==> src/rtl/root_reachability_search_defines.svh <==
// Assertion helpers used by root_reachability_search.sv.
`ifndef ROOT_REACHABILITY_SEARCH_DEFINES_SVH
`define ROOT_REACHABILITY_SEARCH_DEFINES_SVH

// Same-cycle implication, sampled on clk, off while rst is high.
`define RRS_ASSERT_IMPL(label, ante, cons, msg) \
  label: assert property (@(posedge clk) disable iff (rst) (ante) |-> (cons)) else $error(msg);

// Next-cycle implication, sampled on clk, off while rst is high.
`define RRS_ASSERT_NEXT(label, ante, cons, msg) \
  label: assert property (@(posedge clk) disable iff (rst) (ante) |=> (cons)) else $error(msg);

`endif

==> src/rtl/rrs_pkg.sv <==
`default_nettype none
package rrs_pkg;

  localparam int MAX_NODES_DEF = 1024;
  localparam int MAX_EDGES_DEF = 4096;

  localparam logic [10:0] NODE_COUNT_RST = 11'd1;
  localparam logic [9:0]  TARGET_NODE_RST = 10'd0;

  // Register index, taken from paddr[2]
  localparam logic REG_NODE_COUNT  = 1'b0;
  localparam logic REG_TARGET_NODE = 1'b1;

  typedef struct packed {
    logic       edge_valid;
    logic [9:0] edge_from;
    logic [9:0] edge_to;
    logic       last_edge;
  } req_t;

  typedef struct packed {
    logic reachable;
    logic overflow;
  } rsp_t;

  typedef struct packed {
    logic [10:0] node_count;
    logic [9:0]  target_node;
  } cfg_t;

  typedef enum logic [3:0] {
    ST_CLEAR,
    ST_IDLE,
    ST_LOAD_WR,
    ST_SEED_RD,
    ST_SEED_WR,
    ST_DEQ,
    ST_DEQ_W,
    ST_LIST,
    ST_EDGE,
    ST_VIS,
    ST_DONE
  } state_t;

endpackage
`default_nettype wire

==> src/rtl/rrs_cfg_regs.sv <==
`default_nettype none
module rrs_cfg_regs (
  input  wire logic          clk,
  input  wire logic          rst,
  input  wire logic          psel,
  input  wire logic          penable,
  input  wire logic          pwrite,
  input  wire logic [2:0]    paddr,
  input  wire logic [31:0]   pwdata,
  output logic [31:0]        prdata,
  output logic               pready,
  output rrs_pkg::cfg_t      cfg
);

  logic wr;

  assign pready = 1'b1;
  assign wr     = psel && penable && pwrite;

  always_ff @(posedge clk) begin
    if (rst) begin
      cfg.node_count  <= rrs_pkg::NODE_COUNT_RST;
      cfg.target_node <= rrs_pkg::TARGET_NODE_RST;
    end else if (wr) begin
      unique case (paddr[2])
        rrs_pkg::REG_NODE_COUNT:  cfg.node_count  <= pwdata[10:0];
        rrs_pkg::REG_TARGET_NODE: cfg.target_node <= pwdata[9:0];
        default: ;
      endcase
    end
  end

  always_comb begin
    unique case (paddr[2])
      rrs_pkg::REG_NODE_COUNT:  prdata = 32'(cfg.node_count);
      rrs_pkg::REG_TARGET_NODE: prdata = 32'(cfg.target_node);
      default:                  prdata = '0;
    endcase
  end

endmodule
`default_nettype wire
==> config.mk <==
export PLATFORM = sky130hd
export DESIGN_NAME = rrs_cfg_regs
export DESIGN_NICKNAME = d
export VERILOG_FILES = /design/src/rtl/root_reachability_search_defines.svh /design/src/rtl/rrs_pkg.sv /design/src/rtl/rrs_cfg_regs.sv
export SDC_FILE = /design/constraint.sdc
export NUM_CORES = 1
export LEC_CHECK = 0
export BUFFER_PORTS_ARGS = -buffer_cell sky130_fd_sc_hd__buf_2
export CORE_ASPECT_RATIO = 1.1
export CORE_MARGIN = 1
export CORE_UTILIZATION = 39
export DETAILED_ROUTE_END_ITERATION = 6
export PLACE_DENSITY = 0.79
export SKIP_CTS_REPAIR_TIMING = 1
export SYNTH_ARGS = -nofsm -noshare
export SYNTH_HDL_FRONTEND = slang
export SYNTH_SLANG_ARGS = --single-unit
==> constraint.sdc <==
create_clock -name clk -period 0.9 [get_ports clk]
set_input_delay 0.045 -clock clk [delete_from_list [all_inputs] [get_ports clk]]
set_output_delay 0.045 -clock clk [all_outputs]
set_load 0.01 [all_outputs]
==> results of run 1 <==
-- power groups by stage --
stage / registers [mW] / clock network, mW / logic [mW]
after floorplan: 0.993 / 0 / 0.232
after global placement: 0.984 / 0 / 0.281
after detailed placement: 0.985 / 0 / 0.285
after CTS: 0.965 / 0.478 / 0.286
after global routing: 0.971 / 0.506 / 0.373
final: 0.968 / 0.447 / 0.339
-- path summary, 6_finish.rpt --
check	from	end	slack, ns	cells after the start
setup / recovery	cfg[8]	prdata[8]	-0.19	2
hold / removal	pwdata[7]	cfg[17]	0.01	3
setup reg to reg	cfg[10]	cfg[10]	0.18	3
hold reg to reg	cfg[4]	cfg[4]	0.48	2
-- area by class of cell --
type	count	area share, %
Sequential cell	21	26.2
Clock buffer	4	1.55
Multi-Input combinational cell	91	39.5
Tap cell	33	2.44
Timing Repair Buffer	64	30.3
-- worst max-delay path, delay by kind of cell (launching register included) --
family,cells,cell delay [ns]
flip-flops,1,0.35
buffers and inverters,1,0.12
multiplexers,1,0.27
-- metrics by stage --
stage	util (%)	std cells	setup slack, ns	hold slack [ns]
finish	59.3	213	-0.186	0.0133
global route	59.3	213	-0.228	0.0146
CTS	51.1	204	-0.216	-0.0146
detailed placement	50.2	200	0.0257	0.321
global placement	50.2	200	0.0493	0.313
floorplan	-	140	0.237	0.200
-- metal layers --
metal	routed length (um)	share of wire, %	up-vias
met5	0	0	-
met4	12	0.48	0
met3	152	6.1	2
met2	1210	49	47
met1	1100	45	430
li1	-	-	473
-- cell usage in the layout, fill, tap and decap left out, types with 2 or more instances in the layout --
master         Yosys  layout
buf_4             23       6
mux2_4             0       4
dfxtp_1           21       2
mux2i_1           21      21
nand2b_1          31      31
buf_2              1      32
buf_12             0       2
nor2_1             2       2
dlygate4sd3_1      0       2
mux2_2            10       6
dfxtp_2            0      19
clkbuf_4           0       3
conb_1             2      22
buf_6              1      22
-- logic make-up (layout without fill, tap and decap cells) --
| kind of cell | Yosys count | count (layout) |
|---|---|---|
| buf+inv | 28 | 68 |
| simple gates | 38 | 38 |
| mux | 31 | 31 |
| flops | 21 | 21 |
| other cells | 2 | 22 |
-- synth_stat cells --
cell type / count / area [um2]
nand2b_1: 31 / 194
buf_4: 23 / 173
dfxtp_1: 21 / 420
mux2i_1: 21 / 210
mux2_2: 10 / 113
clkbuf_1: 3 / 11.3
conb_1: 2 / 7.51
nor2_1: 2 / 7.51
and4_1: 1 / 8.76
and4b_1: 1 / 10.0
buf_2: 1 / 5.00
buf_6: 1 / 11.3
nand4_1: 1 / 6.26
nand4b_2: 1 / 15.0
nor2b_1: 1 / 6.26
==> reports/qor.csv, run 1 <==
stage;metric;value;unit
die;core region area;0.00285;mm2
grt;M2 GR Usage;23.1;%
worst_setup_path;cells along the critical path;mux2_2, buf_6;
drt;Vias;952;
timing;RSZ-0062 raised after global routing;yes;
yosys;Yosys reg bits;21;
die;Vert. Die Dim;60.1;um
final_layout;diode count;0;
pwr;Int Power;1.30;mW
yosys;mapped cell area;0.00120;mm2
drt;Final ANT Viol Nets;0;
clocking;TritonCTS clock tree;built;
yosys;Synth Area in Simple Gates;20.7;%
pwr;clock share of power;25.5;%
die;io pins;94;
drt;Remaining DRCs;0;
pwr;total power;1.75;mW
timing;crit path time final;1.09;ns
grt;largest net degree at the start of global routing;34;
yosys;Mean Syn Cell Area;9.99;um2
die;Die Wd;54.9;um
yosys;XOR/XNOR Fraction of Synth Area;0;%
final_layout;Largest regs;cfg: 21 flops;
worst_setup_path;Startpoint Class;register;
worst_setup_path;critical path type;reg2out;
clocking;Max Buffers Root-to-Sink;2;
pwr;VDD IR max;0.674;mV
clocking;Worst-Skew Late Latency;0.29;ns
grt;met1 Use GR;19.0;%
pwr;Pwr Density;1040;mW/mm2
worst_setup_path;Data arrival, critical path;1.04;ns
yosys;post-synthesis mux area share;26.9;%
timing;final worst-path cycle share;121;%
worst_setup_path;critical path's largest stage delay;0.35;ns
final_layout;# fillers;251;
timing;# setup viols final;15;
status;status;finished with violations;
yosys;synth unique cells;15;
timing;final number of max-transition violations;0;
pwr;Net Switching;452;uW
final_layout;area of the multi-input gates;668;um2
grt;vias in the first global route;789;
clocking;clk slew on worst S/H paths;0.12;ns
placed_design;placer congestion estimate;0.654;
yosys;largest family of logic cells by synthesized area;multiplexers;
die;num rows;20;
clocking;Num CTS Buffers;3;
clocking;CTS Root Cell;clkbuf_4;
worst_setup_path;CP max-delay cell;dfxtp_2;
placed_design;number of port buffers;48;
yosys;compound-cell area share of the yosys netlist;0;%
yosys;post-synthesis adder-cell area fraction;0;%
final_layout;share of cells above drive strength 1;52.8;%
timing;Fmax;0.921;GHz
pwr;switch share;25.8;%
run;total of max-cap violations;0;
min_path;Min-Delay Path Class;in2reg;
drt;Pre-antenna DRT Iters;3;
clocking;H-tree depth;1;
grt;Global Route Usage Sum;14.4;%
final_layout;Reg area;444;um2
yosys;YS warnings;0;
placed_design;Cell Area, Placed;0.00143;mm2
final_layout;# nets final;221;
grt;GRT busiest layer;met2;
final_layout;max reg flops;21;
grt;met3 usage;2.29;%
die;area of the die;0.00330;mm2
worst_setup_path;highest net fanout along the worst path;2;
die;initial core utilization;42.0;%
pwr;P_leak;0.860;nW
drt;mean number of vias per cell;4.47;
yosys;Synth Instances;120;
timing;clk_skew;0;ns
grt;initial antenna violation count;0;
timing;setup TNS;-1.81;ns
clocking;clock sink total;21;
timing;crit path setup slack, layout;-0.186;ns
worst_setup_path;crit path capture type;output port;
final_layout;synthesis-to-layout area growth;41.2;%
yosys;sequential area share after synthesis;35.1;%
grt;first-pass GRT wire length;3.39;mm
drt;final WL;2.48;mm
drt;drt wl/cell;11.6;um
placed_design;DP Wirelength;1.67;mm
status;failing checks;negative setup slack;
pwr;Reg power frac;55.2;%
pwr;Comb pwr share;19.3;%
final_layout;fin area;0.00169;mm2
worst_setup_path;Worst EP required;0.85;ns
drt;1st-iter DRT viols;15;
final_layout;largest register by flop count;cfg;
grt;gr ovfl total;0;
timing;Hold Fails Final Rpt;0;
Power figures use the tool's default switching activity.
==> inputs of run 2 (changes only) <==
--- a/config.mk
+++ b/config.mk
@@ -6,11 +6,13 @@
 export NUM_CORES = 1
 export LEC_CHECK = 0
 export BUFFER_PORTS_ARGS = -buffer_cell sky130_fd_sc_hd__buf_2
+export CELL_PAD_IN_SITES_DETAIL_PLACEMENT = 1
+export CELL_PAD_IN_SITES_GLOBAL_PLACEMENT = 1
 export CORE_ASPECT_RATIO = 1.1
 export CORE_MARGIN = 1
-export CORE_UTILIZATION = 39
+export CORE_UTILIZATION = 27
 export DETAILED_ROUTE_END_ITERATION = 6
-export PLACE_DENSITY = 0.79
+export PLACE_DENSITY_LB_ADDON = 0.1
 export SKIP_CTS_REPAIR_TIMING = 1
 export SYNTH_ARGS = -nofsm -noshare
 export SYNTH_HDL_FRONTEND = slang
==> run 2 against run 1 <==
Net effect:
- the flow still finishes with violations (negative setup slack)
- sequential power hardly changed
- flip-flop and latch count unchanged
- clock skew unchanged
- critical path type unchanged
- non-clock buffer count fell by 2
- cell count up 8.9%
- sequential share of layout area up 0.79 points
- combinational power is 8.0% lower
- fmax rose by 4.2%
==> reports/qor.csv, run 2 (synthesized netlist as in run 1, its figures left out) <==
stage;metric;value;unit;change
status;status;finished with violations;;
status;failing checks;negative setup slack;;
grt;gr ovfl total;0;;unchanged
pwr;total power;1.93;mW;+10%
drt;Final ANT Viol Nets;0;;unchanged
clocking;TritonCTS clock tree;built;;
pwr;Pwr Density;1170;mW/mm2;+13%
min_path;Hold Crit Start;pwdata[10];;
clocking;H-tree depth;1;;unchanged
grt;first-pass GRT wire length;4.08;mm;+20%
timing;clk_skew;0;ns;unchanged
placed_design;DP Wirelength;2.11;mm;+26%
die;Die Wd;65.5;um;+19%
drt;1st-iter DRT viols;19;;+4
timing;RSZ-0062 raised after global routing;yes;;
clocking;Max Buffers Root-to-Sink;2;;unchanged
worst_setup_path;critical path type;reg2out;;
timing;final worst-path cycle share;116;%;-4.8 points
pwr;Int Power;1.41;mW;+8.6%
pwr;switch share;26.9;%;+1.1 points
final_layout;Largest regs;cfg: 21 flops;;
worst_setup_path;CP max-delay cell;dfxtp_2;;
drt;Pre-antenna DRT Iters;6;;+3
placed_design;Cell Area, Placed;0.00143;mm2;about the same
timing;crit path time final;1.04;ns;-0.0433 ns
worst_setup_path;critical path's largest stage delay;0.34;ns;about the same
worst_setup_path;reg2reg start;cfg[14];;
worst_setup_path;Worst Path Buf+Inv;1;;unchanged
placed_design;placer congestion estimate;0.689;;+5.4%
final_layout;synthesis-to-layout area growth;37.5;%;
pwr;Reg power frac;50.0;%;-5.2 points
final_layout;commonest non-fill, non-tap cell in the layout;buf_2;;
final_layout;fin area;0.00165;mm2;-2.7%
die;initial core utilization;28.0;%;-14 points
die;area of the die;0.00471;mm2;+43%
timing;crit path setup slack, layout;-0.143;ns;+0.0433 ns
min_path;Min-Delay Path Class;in2reg;;
drt;final WL;2.82;mm;+14%
final_layout;share of cells above drive strength 1;54.5;%;+1.7 points
worst_setup_path;flop-to-flop setup slack;0.21;ns;+0.03 ns
grt;initial antenna violation count;0;;unchanged
worst_setup_path;r2r endpoint;cfg[14];;
worst_setup_path;Data arrival, critical path;1.00;ns;-0.04 ns
timing;Fmax;0.959;GHz;+4.2%
pwr;clock share of power;33.8;%;+8.3 points
worst_setup_path;crit path capture type;output port;;
final_layout;Final Util;38.5;%;-21 points
worst_setup_path;highest net fanout along the worst path;3;;+1
clocking;Worst-Skew Late Latency;0.27;ns;-0.02 ns
timing;# setup viols final;10;;-5
clocking;CTS Root Cell;clkbuf_8;;
timing;Hold Fails Final Rpt;0;;unchanged
grt;Global Route Usage Sum;11.4;%;-3.0 points
worst_setup_path;cells along the critical path;mux2_4, buf_6;;
timing;Hold WS;0.0295;ns;+0.0162 ns
worst_setup_path;kind of cell adding the most delay to the critical path;flip-flops;;
drt;Vias;960;;+0.84%
drt;Remaining DRCs;0;;unchanged
placed_design;number of port buffers;48;;unchanged
grt;vias in the first global route;866;;+9.8%
die;io pins;94;;unchanged
min_path;worst hold path depth;3;;unchanged
drt;mean number of vias per cell;4.14;;-7.4%
final_layout;most frequent cells in the layout;buf_2, nand2b_1, conb_1;;
min_path;Worst Hold End;cfg[20];;
clocking;clk slew on worst S/H paths;0.08;ns;-0.04 ns
final_layout;# fillers;517;;+110%
clocking;Num CTS Buffers;3;;unchanged
die;core region area;0.00429;mm2;+50%
run;total of max-cap violations;0;;unchanged
timing;final number of max-transition violations;0;;unchanged
die;Vert. Die Dim;71.9;um;+20%
worst_setup_path;worst-case reg-to-reg path depth;3;;unchanged
drt;drt wl/cell;12.2;um;+4.5%
worst_setup_path;Startpoint Class;register;;
final_layout;# nets final;219;;-0.90%
final_layout;max reg flops;21;;unchanged
pwr;VDD IR max;0.421;mV;-38%
die;num rows;25;;+25%
pwr;Net Switching;519;uW;+15%
timing;setup TNS;-1.33;ns;+0.475 ns
final_layout;largest register by flop count;cfg;;
grt;largest net degree at the start of global routing;34;;unchanged
pwr;Comb pwr share;16.2;%;-3.1 points
worst_setup_path;Worst EP required;0.85;ns;about the same
clocking;clock sink total;21;;unchanged
pwr;P_leak;0.843;nW;-2.0%
final_layout;diode count;0;;unchanged
[run 2: cell count changes in the layout (fill, tap and decap cells not counted), sizes merged]
cell / previous run / this run
dlygate4sd3: 2 / 0
clkbuf: 4 / 3
clkinv: 0 / 1
[run 2: worst max-delay path by stage]
stage                     startpoint   endpoint  slack, ns  cells past startpoint
after floorplan               cfg[0]  prdata[0]       0.24                      1
after global placement      paddr[2]    cfg[15]       0.01                      3
after detailed placement    paddr[2]  prdata[9]    -0.0003                      4
after CTS                    cfg[14]  prdata[4]      -0.16                      2
after global routing         cfg[14]  prdata[4]      -0.17                      2
final                        cfg[14]  prdata[4]      -0.14                      2
[run 2: layout make-up]
type / instances / area, um2 / area share, %
well taps: 54 / 67.6 / 4.10
multi-input cells: 91 / 664 / 40.3
clock buffers: 3 / 41.3 / 2.51
clock inverters: 1 / 5.00 / 0.304
flip-flops and latches: 21 / 445 / 27.0
repair buffers: 62 / 424 / 25.7
[run 2: per-stage QoR]
step                setup slack, ns  std cells
floorplan                     0.237        140
global placement             0.0101        221
detailed placement        -0.000337        221
CTS                          -0.165        225
global route                 -0.172        232
finish                       -0.143        232
[run 2: layer usage]
layer	global-route usage, %	wire [um]	up-vias
li1	-	-	464
met5	0	0	-
met2	19.6	1380	40
met1	13.7	1260	453
met4	4.35	27	0
met3	2.55	156	3
[run 2: worst register-to-register path, delay by kind of cell, from the launching register on]
family / cells / cell delay (ns)
buffers and inverters: 1 / 0.12
flip-flops: 1 / 0.34
multiplexers: 1 / 0.06
AND/OR/NAND/NOR: 1 / 0.06
[run 2: power groups by stage]
stage / Clock [mW] / Sequential (mW) / Combinational, mW
after floorplan: 0 / 0.993 / 0.232
after global placement: 0 / 0.984 / 0.275
after detailed placement: 0 / 0.986 / 0.278
after CTS: 0.678 / 0.965 / 0.279
after global routing: 0.703 / 0.971 / 0.341
final: 0.653 / 0.967 / 0.312
==> inputs of run 3 (changes only) <==
--- a/config.mk
+++ b/config.mk
@@ -5,12 +5,13 @@
 export SDC_FILE = /design/constraint.sdc
 export NUM_CORES = 1
 export LEC_CHECK = 0
+export ABC_AREA = 1
 export BUFFER_PORTS_ARGS = -buffer_cell sky130_fd_sc_hd__buf_2
 export CELL_PAD_IN_SITES_DETAIL_PLACEMENT = 1
 export CELL_PAD_IN_SITES_GLOBAL_PLACEMENT = 1
 export CORE_ASPECT_RATIO = 1.1
 export CORE_MARGIN = 1
-export CORE_UTILIZATION = 27
+export CORE_UTILIZATION = 24
 export DETAILED_ROUTE_END_ITERATION = 6
 export PLACE_DENSITY_LB_ADDON = 0.1
 export SKIP_CTS_REPAIR_TIMING = 1
==> run 3 against run 2 <==
Net effect:
- the flow now finishes without violations
- via count rose by 23%
- cell area fell by 6.1%
- count of clock-buffer cells in the layout rose by 1
- worst setup slack improved by 0.15 ns
- cell count rose by 28%
- wire length rose by 9.3%
- fmax rose by 16%
- sequential share of layout area rose by 1.8 points
- power rose by 2.7%
- flip-flop and latch count did not move
- largest cell class unchanged
==> reports/qor.csv, run 3 <==
stage;metric;value;unit;change
worst_setup_path;worst-case reg-to-reg path depth;2;;-1
final_layout;commonest non-fill, non-tap cell in the layout;nand2_1;;
worst_setup_path;Startpoint Class;register;;
timing;final number of max-transition violations;0;;unchanged
worst_setup_path;kind of cell adding the most delay to the critical path;flip-flops;;
yosys;share of the synthesized area in the top cell type;35.6;%;+0.48 points
yosys;synth cell count leaders;nand2_1, nor2_1, buf_4;;
final_layout;# fillers;628;;+21%
yosys;top-count cell post-synth;nand2_1;;
die;initial core utilization;25.2;%;-2.7 points
timing;Fmax;1.12;GHz;+16%
final_layout;synthesis-to-layout area growth;30.9;%;
drt;Remaining DRCs;0;;unchanged
timing;crit path setup slack, layout;0.00369;ns;+0.146 ns
worst_setup_path;r2r endpoint;cfg[10];;
clocking;CTS Root Cell;clkbuf_8;;
drt;Pre-antenna DRT Iters;3;;-3
placed_design;number of port buffers;48;;unchanged
yosys;YS warnings;0;;unchanged
clocking;TritonCTS clock tree;built;;
timing;clk_skew;0;ns;unchanged
pwr;Pwr Density;1280;mW/mm2;+9.3%
clocking;Max Buffers Root-to-Sink;2;;unchanged
grt;vias in the first global route;1090;;+26%
min_path;worst hold path depth;3;;unchanged
grt;Global Route Usage Sum;12.7;%;+1.3 points
die;num rows;26;;+4.0%
grt;gr ovfl total;0;;unchanged
final_layout;diode count;0;;unchanged
status;status;finished clean;;
drt;final WL;3.08;mm;+9.3%
drt;mean number of vias per cell;3.99;;-3.6%
yosys;ys async rst share;0;%;unchanged
yosys;Mean Syn Cell Area;6.29;um2;-37%
worst_setup_path;Worst EP required;0.85;ns;about the same
worst_setup_path;worst setup path startpoint;cfg[8];;
yosys;synth unique cells;14;;-1
die;core region area;0.00468;mm2;+9.3%
worst_setup_path;highest net fanout along the worst path;3;;unchanged
yosys;Yosys reg bits;21;;unchanged
pwr;total power;1.98;mW;+2.7%
grt;first-pass GRT wire length;4.97;mm;+22%
die;Vert. Die Dim;75.6;um;+5.2%
timing;RSZ-0062 raised after global routing;yes;;
final_layout;final std cells w/o fill;297;;+28%
pwr;P_leak;0.882;nW;+4.5%
final_layout;Final Util;33.0;%;-5.4 points
worst_setup_path;CP max-delay cell;dfxtp_2;;
grt;largest net degree at the start of global routing;22;;-35%
pwr;VDD IR max;0.486;mV;+16%
die;io pins;94;;unchanged
placed_design;Cells after DPL;292;;+32%
worst_setup_path;flop-to-flop setup slack;0.31;ns;+0.10 ns
final_layout;share of cells above drive strength 1;38.2;%;-16 points
yosys;Synth Flop Type;dfxtp_1;;
clocking;H-tree depth;1;;unchanged
drt;Vias;1185;;+23%
placed_design;placer congestion estimate;0.708;;+2.7%
timing;# setup viols final;0;;-10
yosys;mapped cell area;0.00118;mm2;-1.4%
yosys;Synth Instances;188;;+57%
clocking;Num CTS Buffers;3;;unchanged
worst_setup_path;critical path's largest stage delay;0.34;ns;about the same
timing;final worst-path cycle share;99.6;%;-16 points
worst_setup_path;Crit path depth;2;;unchanged
die;Die Wd;68.9;um;+5.2%
placed_design;DP Wirelength;2.38;mm;+13%
die;area of the die;0.00521;mm2;+11%
yosys;sequential area share after synthesis;35.6;%;+0.48 points
timing;Hold Fails Final Rpt;0;;unchanged
worst_setup_path;Data arrival, critical path;0.85;ns;-0.15 ns
yosys;Synth area leader;dfxtp_1;;
worst_setup_path;crit path capture type;output port;;
clocking;clk slew on worst S/H paths;0.08;ns;about the same
drt;1st-iter DRT viols;27;;+8
final_layout;Largest regs;cfg: 21 flops;;
grt;initial antenna violation count;0;;unchanged
yosys;Synth area leaders;dfxtp_1, nand2_1, buf_4;;
timing;crit path time final;0.896;ns;-0.146 ns
worst_setup_path;cells along the critical path;buf_4, buf_2;;
final_layout;# nets final;282;;+29%
worst_setup_path;end of the critical path;cfg[8];;
worst_setup_path;Worst Path Buf+Inv;2;;+1
placed_design;Setup WS pre-CTS;0.0756;ns;+0.0760 ns
final_layout;max reg flops;21;;unchanged
final_layout;largest register by flop count;cfg;;
final_layout;most frequent cells in the layout;nand2_1, buf_2, nor2_1;;
clocking;clock sink total;21;;unchanged
worst_setup_path;critical path type;reg2out;;
run;total of max-cap violations;0;;unchanged
clocking;Worst-Skew Late Latency;0.25;ns;-0.02 ns
yosys;Post-synth EDFFs;0;;unchanged
drt;drt wl/cell;10.4;um;-15%
min_path;Min-Delay Path Class;in2reg;;
worst_setup_path;reg2reg start;cfg[10];;
drt;Final ANT Viol Nets;0;;unchanged
run 3: changes by cell type in the layout (fill, tap and decap cells not counted), moves of 11 or more:
cell | previous run | this run
nor2_1 | 2 | 43
nand2b_1 | 31 | 0
inv_1 | 0 | 13
mux2i_1 | 21 | 0
buf_6 | 13 | 1
nand3_1 | 0 | 21
nand2_1 | 0 | 48
buf_2 | 36 | 47
run 3: power breakdown:
group          internal (mW)  total (mW)  switching [mW]
combinational          0.146       0.376           0.231
clock                  0.315       0.618           0.303
sequential             0.967       0.991          0.0234
run 3: cell families (layout without fill, tap and decap cells):
group | Yosys count | in the layout | share of synthesized area [%]
other cells | 2 | 22 | 0.635
flops | 21 | 21 | 35.6
simple gates | 118 | 118 | 40.8
buf+inv | 46 | 79 | 22.5
compound gates | 1 | 1 | 0.423
run 3: how the worst min path moves through the flow:
stage	start	endpoint
4_1_cts	pwdata[0]	cfg[10]
2_1_floorplan	pwdata[0]	cfg[10]
3_5_place_dp	pwdata[0]	cfg[10]
6_report	pwdata[0]	cfg[10]
3_3_place_gp	pwdata[0]	cfg[10]
5_1_grt	pwdata[0]	cfg[10]
run 3: metal layers:
| metal | vias to the layer above | track usage (%) | part of all wire, % | routed length (um) |
|---|---|---|---|---|
| li1 | 626 | - | - | - |
| met1 | 522 | 17.1 | 45 | 1380 |
| met2 | 35 | 21.4 | 50 | 1540 |
| met3 | 2 | 1.50 | 4.3 | 134 |
| met4 | 0 | 3.40 | 0.97 | 30 |
| met5 | - | 0 | 0 | 0 |
run 3: cell type report:
type                            count  area (um2)  area share, %
Clock buffer                        4        45.0           2.91
Inverter                           15        56.3           3.64
Multi-Input combinational cell    141         581           37.5
Sequential cell                    21         447           28.9
Tap cell                           56        70.1           4.53
Timing Repair Buffer               60         349           22.6
run 3: worst min-delay path: stages:
cell	delay, ns
buf_2	0.09
nand2_1	0.05
nand3_1	0.06
run 3: stage by stage:
| stage | setup TNS, ns | instance area, um2 | hold slack, ns |
|---|---|---|---|
| final | 0 | 1550 | 0.0230 |
| after global routing | -0.302 | 1550 | 0.0320 |
| after CTS | -0.166 | 1500 | 0.0168 |
| after detailed placement | 0 | 1450 | 0.298 |
| after global placement | 0 | 1450 | 0.292 |
| after floorplan | 0 | 1260 | 0.171 |
